===== config.mk =====
export PLATFORM = sky130hd
export DESIGN_NAME = circular_queue_engine
export DESIGN_NICKNAME = d
export VERILOG_FILES = /design/src/rtl/core/cqe_pkg.sv /design/src/rtl/core/cqe_ram.sv /design/src/rtl/core/circular_queue_engine.sv
export SDC_FILE = /design/constraint.sdc
export NUM_CORES = 1
export LEC_CHECK = 0
export BUFFER_PORTS_ARGS = -buffer_cell sky130_fd_sc_hd__buf_2
export CORE_ASPECT_RATIO = 1.25
export CORE_MARGIN = 4
export CORE_UTILIZATION = 30
export CTS_BUF_LIST = sky130_fd_sc_hd__clkbuf_2
export DETAILED_ROUTE_END_ITERATION = 10
export GPL_TIMING_DRIVEN = 1
export SYNTH_ARGS = -nofsm -noshare
export SYNTH_HDL_FRONTEND = slang
export SYNTH_HIERARCHICAL = 1
export SYNTH_SLANG_ARGS = --single-unit

===== constraint.sdc =====
create_clock -name clock -period 6.1 [get_ports clock]
set_input_delay 0.305 -clock clock [delete_from_list [all_inputs] [get_ports clock]]
set_output_delay 0.305 -clock clock [all_outputs]
set_load 0.01 [all_outputs]

===== src/rtl/core/cqe_pkg.sv =====
// Shared types and codes for the circular queue engine.
package cqe_pkg;

   // Operation codes carried in a request
   localparam logic [1:0] FUNC_INSERT = 2'd0;
   localparam logic [1:0] FUNC_REMOVE = 2'd1;
   localparam logic [1:0] FUNC_LIST   = 2'd2;

   // Result status codes
   localparam logic [1:0] STATUS_OK    = 2'd0;
   localparam logic [1:0] STATUS_FULL  = 2'd1;
   localparam logic [1:0] STATUS_EMPTY = 2'd2;

   // Capacity after reset
   localparam int CAP_RESET = 20;

   typedef struct packed {
      logic [1:0]         func;
      logic signed [31:0] data_in;
   } req_type;

   typedef struct packed {
      logic [1:0]         status;
      logic signed [31:0] data_out;
      logic               last;
   } rsp_type;

   typedef enum logic [1:0] {
      ST_IDLE = 2'b01,
      ST_LIST = 2'b10
   } state_type;

endpackage


===== src/rtl/core/cqe_ram.sv =====
// Generic single-clock RAM: one write port, one registered read port.
module cqe_ram #(
   parameter int WIDTH = 32,
   parameter int DEPTH = 32
) (
   input  logic                                   clock,
   input  logic                                   wr_en,
   input  logic [((DEPTH > 1) ? $clog2(DEPTH) : 1)-1:0] wr_addr,
   input  logic [WIDTH-1:0]                       wr_data,
   input  logic [((DEPTH > 1) ? $clog2(DEPTH) : 1)-1:0] rd_addr,
   output logic [WIDTH-1:0]                       rd_data
);

   logic [WIDTH-1:0] mem_ff [DEPTH];
   logic [WIDTH-1:0] rd_data_ff;

   always_ff @(posedge clock) begin
      if (wr_en) begin
         mem_ff[wr_addr] <= wr_data;
      end
      rd_data_ff <= mem_ff[rd_addr];
   end

   assign rd_data = rd_data_ff;

endmodule


===== src/rtl/core/circular_queue_engine.sv =====
// Circular queue engine: insert, remove and list over a slot RAM of programmable capacity.
// Results: each result is registered and leaves in the cycle after its request, or for a
//   list, in the cycle after the RAM read of its word; results cannot be stalled, and
//   rsp_valid strobes once per result. Inserts and removes run back to back; a list holds
//   busy high while it walks its remaining words through the one RAM read port.
// Reset: indices clear, the queue reads empty, capacity returns to 20 (bounded by DEPTH).
module circular_queue_engine #(
   parameter int DEPTH = 32
) (
   input  logic            clock,
   input  logic            reset,
   // request channel
   input  logic            start,
   output logic            busy,
   input  cqe_pkg::req_type req_data,
   // result channel
   output logic            rsp_valid,
   output cqe_pkg::rsp_type rsp_data,
   // capacity register
   input  logic            csr_we,
   input  logic [5:0]      csr_wdata
);

   // Index width covers DEPTH slots; capacity width also holds DEPTH itself and the
   // full six-bit register value.
   localparam int IW      = (DEPTH > 1) ? $clog2(DEPTH) : 1;
   localparam int EW      = (IW + 1 > 6) ? IW + 1 : 6;
   localparam int CAP_RST = (cqe_pkg::CAP_RESET > DEPTH) ? DEPTH : cqe_pkg::CAP_RESET;

   // Control state
   cqe_pkg::state_type state_ff, state_in;
   logic [IW-1:0]      head_ff,  head_in;
   logic [IW-1:0]      tail_ff,  tail_in;
   logic [IW-1:0]      ptr_ff,   ptr_in;
   logic               empty_ff, empty_in;
   logic [EW-1:0]      cap_ff,   cap_in;

   // Result register; data comes straight from the RAM's output register when selected
   logic               rsp_valid_ff,  rsp_valid_in;
   logic [1:0]         rsp_status_ff, rsp_status_in;
   logic               rsp_last_ff,   rsp_last_in;
   logic               rsp_sel_ff,    rsp_sel_in;

   // Slot RAM ports
   logic               wr_en;
   logic [IW-1:0]      wr_addr;
   logic [31:0]        wr_data;
   logic [IW-1:0]      rd_addr;
   logic [31:0]        rd_data;

   logic               accept;
   logic [IW-1:0]      nxt_head;
   logic [IW-1:0]      nxt_tail;
   logic [IW-1:0]      nxt_ptr;
   logic [EW-1:0]      cap_wide;
   logic [EW-1:0]      cap_eff;

   // Advance an index, wrapping at the capacity
   function automatic logic [IW-1:0] next_idx(input logic [IW-1:0] idx,
                                              input logic [EW-1:0] cap);
      logic [EW-1:0] n;
      n = EW'(idx) + EW'(1);
      return (n >= cap) ? '0 : n[IW-1:0];
   endfunction

   cqe_ram #(
      .WIDTH (32),
      .DEPTH (DEPTH)
   ) u_slots (
      .clock   (clock),
      .wr_en   (wr_en),
      .wr_addr (wr_addr),
      .wr_data (wr_data),
      .rd_addr (rd_addr),
      .rd_data (rd_data)
   );

   assign busy   = (state_ff == cqe_pkg::ST_LIST);
   assign accept = start && !busy;

   assign nxt_head = next_idx(head_ff, cap_ff);
   assign nxt_tail = next_idx(tail_ff, cap_ff);
   assign nxt_ptr  = next_idx(ptr_ff,  cap_ff);

   // Clamp a written capacity into 1 .. DEPTH
   always_comb begin
      cap_wide = EW'(csr_wdata);
      if (cap_wide == '0) begin
         cap_eff = EW'(1);
      end else if (cap_wide > EW'(DEPTH)) begin
         cap_eff = EW'(DEPTH);
      end else begin
         cap_eff = cap_wide;
      end
   end

   always_comb begin
      state_in      = state_ff;
      head_in       = head_ff;
      tail_in       = tail_ff;
      ptr_in        = ptr_ff;
      empty_in      = empty_ff;
      cap_in        = cap_ff;
      rsp_valid_in  = 1'b0;
      rsp_status_in = rsp_status_ff;
      rsp_last_in   = rsp_last_ff;
      rsp_sel_in    = 1'b0;
      wr_en         = 1'b0;
      wr_addr       = tail_ff;
      wr_data       = req_data.data_in;
      rd_addr       = head_ff;

      unique case (state_ff)
         cqe_pkg::ST_IDLE: begin
            if (accept) begin
               unique case (req_data.func)
                  cqe_pkg::FUNC_INSERT: begin
                     rsp_valid_in = 1'b1;
                     rsp_last_in  = 1'b1;
                     if (empty_ff) begin
                        // restart at slot zero
                        wr_en         = 1'b1;
                        wr_addr       = '0;
                        head_in       = '0;
                        tail_in       = '0;
                        empty_in      = 1'b0;
                        rsp_status_in = cqe_pkg::STATUS_OK;
                     end else if (nxt_tail == head_ff) begin
                        rsp_status_in = cqe_pkg::STATUS_FULL;
                     end else begin
                        wr_en         = 1'b1;
                        wr_addr       = nxt_tail;
                        tail_in       = nxt_tail;
                        rsp_status_in = cqe_pkg::STATUS_OK;
                     end
                  end
                  cqe_pkg::FUNC_REMOVE: begin
                     rsp_valid_in = 1'b1;
                     rsp_last_in  = 1'b1;
                     if (empty_ff) begin
                        rsp_status_in = cqe_pkg::STATUS_EMPTY;
                     end else begin
                        rsp_status_in = cqe_pkg::STATUS_OK;
                        rsp_sel_in    = 1'b1;
                        if (head_ff == tail_ff) begin
                           // drop the final word and restart at slot zero
                           head_in  = '0;
                           tail_in  = '0;
                           empty_in = 1'b1;
                        end else begin
                           head_in = nxt_head;
                        end
                     end
                  end
                  cqe_pkg::FUNC_LIST: begin
                     rsp_valid_in = 1'b1;
                     if (empty_ff) begin
                        rsp_status_in = cqe_pkg::STATUS_EMPTY;
                        rsp_last_in   = 1'b1;
                     end else begin
                        rsp_status_in = cqe_pkg::STATUS_OK;
                        rsp_sel_in    = 1'b1;
                        rsp_last_in   = (head_ff == tail_ff);
                        if (head_ff != tail_ff) begin
                           // walk the remaining words one read per cycle
                           state_in = cqe_pkg::ST_LIST;
                           ptr_in   = nxt_head;
                        end
                     end
                  end
                  default: begin
                     // unused code: no result, no change
                  end
               endcase
            end
         end
         cqe_pkg::ST_LIST: begin
            rd_addr       = ptr_ff;
            rsp_valid_in  = 1'b1;
            rsp_status_in = cqe_pkg::STATUS_OK;
            rsp_sel_in    = 1'b1;
            rsp_last_in   = (ptr_ff == tail_ff);
            if (ptr_ff == tail_ff) begin
               state_in = cqe_pkg::ST_IDLE;
            end else begin
               ptr_in = nxt_ptr;
            end
         end
         default: begin
            state_in = cqe_pkg::ST_IDLE;
         end
      endcase

      // A capacity write empties the queue
      if (csr_we) begin
         cap_in   = cap_eff;
         head_in  = '0;
         tail_in  = '0;
         empty_in = 1'b1;
      end
   end

   always_ff @(posedge clock) begin
      if (reset) begin
         state_ff     <= cqe_pkg::ST_IDLE;
         head_ff      <= '0;
         tail_ff      <= '0;
         ptr_ff       <= '0;
         empty_ff     <= 1'b1;
         cap_ff       <= EW'(CAP_RST);
         rsp_valid_ff <= 1'b0;
         rsp_sel_ff   <= 1'b0;
      end else begin
         state_ff     <= state_in;
         head_ff      <= head_in;
         tail_ff      <= tail_in;
         ptr_ff       <= ptr_in;
         empty_ff     <= empty_in;
         cap_ff       <= cap_in;
         rsp_valid_ff <= rsp_valid_in;
         rsp_sel_ff   <= rsp_sel_in;
      end
   end

   // Payload of the result register: no reset
   always_ff @(posedge clock) begin
      rsp_status_ff <= rsp_status_in;
      rsp_last_ff   <= rsp_last_in;
   end

   assign rsp_valid         = rsp_valid_ff;
   assign rsp_data.status   = rsp_status_ff;
   assign rsp_data.data_out = rsp_sel_ff ? rd_data : '0;
   assign rsp_data.last     = rsp_last_ff;

endmodule


==> metrics <==
Final period util=0.879; FF-to-FF setup slack=0.74 ns; DP Wirelength=67.9 mm; Die ar.=150000 um2; row count=155; sequential fraction of the synthesis area=0.741; Global Route Usage Sum=0.145; syn nets=2666; Final Core Density=0.353; Syn-to-layout area delta=16.7%; Synth Area in Compound Gates=0.0593; antenna-violating nets left=0; Buffers on Ports=80; die span in x=347 um; final hold vios=0; drt wl/cell=21.7 um; largest net degree at the start of global routing=95; RePlAce Congestion=0.812; max-slew violations=0; YS warnings=6; Simple-Gate Fraction of Synth Area=0.0447; post-synthesis mux area share=0.121; core area=143000 um2; Initial DRT Pass Iterations=5; clock sink total=1085; Setup TNS=0 ns; ys flop type=edfxtp_1; CTS tree=yes; Hold Startpoint=req_data[30]; actual slew at the worst max-slew pin=1.18 ns; CTS clk-pin slew, worst paths=0.12 ns; maximum clock path buffer count=3; main combinational cell family by area after synthesis=multiplexers; WHS Path Cells=4; reg2reg path depth=14; Final Critical Period=5.36 ns; Worst R2R Start=tail_ff[0]; instance count of the mapped netlist=2595; RSZ-0062 raised after global routing=no; CP required=7.36 ns; status=completed; startpoint types=flip-flop; number of CTS-inserted buffers=240; Final setup violation count=0; Setup Skew=0.214 ns; initial core utilization=0.302; number of distinct library cells after synthesis=61; crit-path max FO=19; worst skew pair latency=1.66 ns; DRT iter0 DRCs=1798; asr flop ratio synth=0; PD cells=259 nW/um2; EDFF count, synth=1027; CP Class=reg2reg; syn_area_per_cell=16.6 um2; Post-Route WL=111 mm; Max Cap Viol=0; Multi-input gate area=10500 um2; first-pass GRT wire length=164 mm; Yosys reg bits=1085; total vias in the final route=24391; Synth Area in Adders=0.00783; CTS Root Cell=clkbuf_2; number of global-route vias before repair=25216; fillers=13644; layout cell share with drive strength beyond 1=0.203; hold crit path type=in2reg; nets=3083; Synth Area in XOR/XNOR=0.00423; Worst Setup End Kind=flip-flop; worst vdd ir=0.172 mV; # IOs=81; FMAX=0.186 GHz; Slew Limit Headroom=0.214; mean number of vias per cell=4.78; P_leak=16.0 nW; register area=32000 um2; detailed-route DRC error count=0; Hold Path End=u_slots/mem_ff[10][30]; antenna violations before repair=3; grt ovf=0; H-tree depth=4; Post-Syn Area=43200 um2; Critical Path AT=6.63 ns; Worst R2R End=u_slots/mem_ff[0][16]; Die H=432 um
[what timing repair did]
action / in CTS / in global routing
hold endpoints to repair: 1074 / 0
hold buffers: 147 / 0
gates resized for setup: 0 / 0
buffers inserted: 0 / 0
[worst max-delay path by stage]
stage	slack (ns)	end	from	cells past startpoint
2_1_floorplan	0.92	u_slots/mem_ff[20][0]	tail_ff[0]	15
3_3_place_gp	0.76	u_slots/mem_ff[0][22]	tail_ff[0]	14
3_5_place_dp	0.73	u_slots/mem_ff[0][23]	tail_ff[0]	14
4_1_cts	0.74	u_slots/mem_ff[0][16]	tail_ff[0]	14
5_1_grt	0.42	u_slots/mem_ff[0][16]	tail_ff[0]	14
6_report	0.74	u_slots/mem_ff[0][16]	tail_ff[0]	14
[stage by stage]
step / cells / instance area [um2] / hold WS (ns) / power, mW / worst slack [ns]
after global placement: 4507 / 46300 / 0.466 / 8.54 / 0.763
after detailed placement: 4507 / 46300 / 0.469 / 8.54 / 0.726
final: 5108 / 50400 / 0.256 / 13.0 / 0.737
after global routing: 5108 / 50400 / 0.0437 / 13.6 / 0.423
after floorplan: 2595 / 43200 / 0.404 / 8.37 / 0.919
after CTS: 5102 / 50400 / 0.00319 / 13.2 / 0.742
[cells in the final DEF (no fill, tap or decap), types with 4 or more instances in the layout]
cell,n
a21o_1,5
a21oi_1,115
a22o_1,69
a22oi_1,98
a31oi_1,34
and2_1,34
and3_1,4
buf_12,50
buf_2,80
buf_4,76
clkbuf_2,352
clkinv_1,67
clkinv_2,14
dfxtp_1,57
diode_2,6
dlygate4sd3_1,116
edfxtp_1,1027
ha_1,27
inv_1,24
inv_12,5
mux2_2,6
mux2i_1,514
nand2_1,119
nand2b_1,6
nand3_1,110
nand3b_1,6
nor2_1,20
nor2_4,33
nor2b_1,5
nor3_1,41
nor3b_1,4
o21ai_0,11
o22ai_1,4
xnor2_1,12
xor2_1,7
[worst max-delay path, stage by stage, from the launching register on]
cell      delay [ns]
dfxtp_1         0.66
ha_1            0.40
nand3_1         0.18
xnor2_2         0.36
ha_1            0.32
o21ai_0         0.14
nor2_1          0.10
a211o_1         0.40
a211oi_2        0.30
a211oi_4        0.11
a21o_4          0.25
mux2_2          0.29
or3b_2          0.69
nor2_4          0.61
buf_12          0.26
[final cells by class]
class | instances | share of cell area
diodes | 6 | 0.000298
repair buffers | 322 | 0.0622
inverters | 24 | 0.00179
well taps | 1884 | 0.0468
multi-input cells | 1339 | 0.208
flip-flops and latches | 1085 | 0.635
clock inverters | 96 | 0.0105
clock buffers | 352 | 0.0350
[per-layer routing]
metal / part of all wire / vias to the layer above / track usage
met5: 0 / - / 0
met4: 0.030 / 0 / 0.0555
met3: 0.045 / 155 / 0.0270
met2: 0.53 / 676 / 0.265
met1: 0.39 / 12355 / 0.168
li1: - / 11205 / -
[where the power goes]
part,internal [mW],leakage [nW],switching (mW)
sequential,8.14,9.71,0.00629
clock,1.66,1.72,2.89
combinational,0.126,4.54,0.205
[cell families (layout without fill, tap and decap cells)]
family          Yosys count  in the layout
buf+inv                 171            794
fa+ha+maj                27             27
mux                     520            520
other cells               0              6
compound gates          368            368
simple gates            404            404
flops                  1085           1085
xor+xnor                 20             20
[Yosys cell counts, types with 15 or more instances]
master    number  area, um2
a31oi_1       34        213
nor3_1        41        205
ha_1          27        338
nor2_1        53        199
a22o_1        69        604
nand3_1      110        551
buf_2         35        175
inv_1         24       90.1
nand2_1      120        450
mux2i_1      514       5140
clkbuf_1      51        191
and2_1        35        219
edfxtp_1    1027      30800
a21oi_1      115        576
dfxtp_1       58       1160
buf_4         37        278
a22oi_1       98        736
buf_6         15        169
[sequential cells by signal, summed over array words and instances (netlist names)]
name,cells
rsp_last_ff,1
u_slots/rd_data,32
rsp_sel_ff,1
rsp_status_ff,2
state_ff,2
u_slots/mem_ff,1024
rsp_valid,1
head_ff,5
tail_ff,5
ptr_ff,5
cap_ff,6
empty_ff,1
Power figures use the tool's default switching activity.
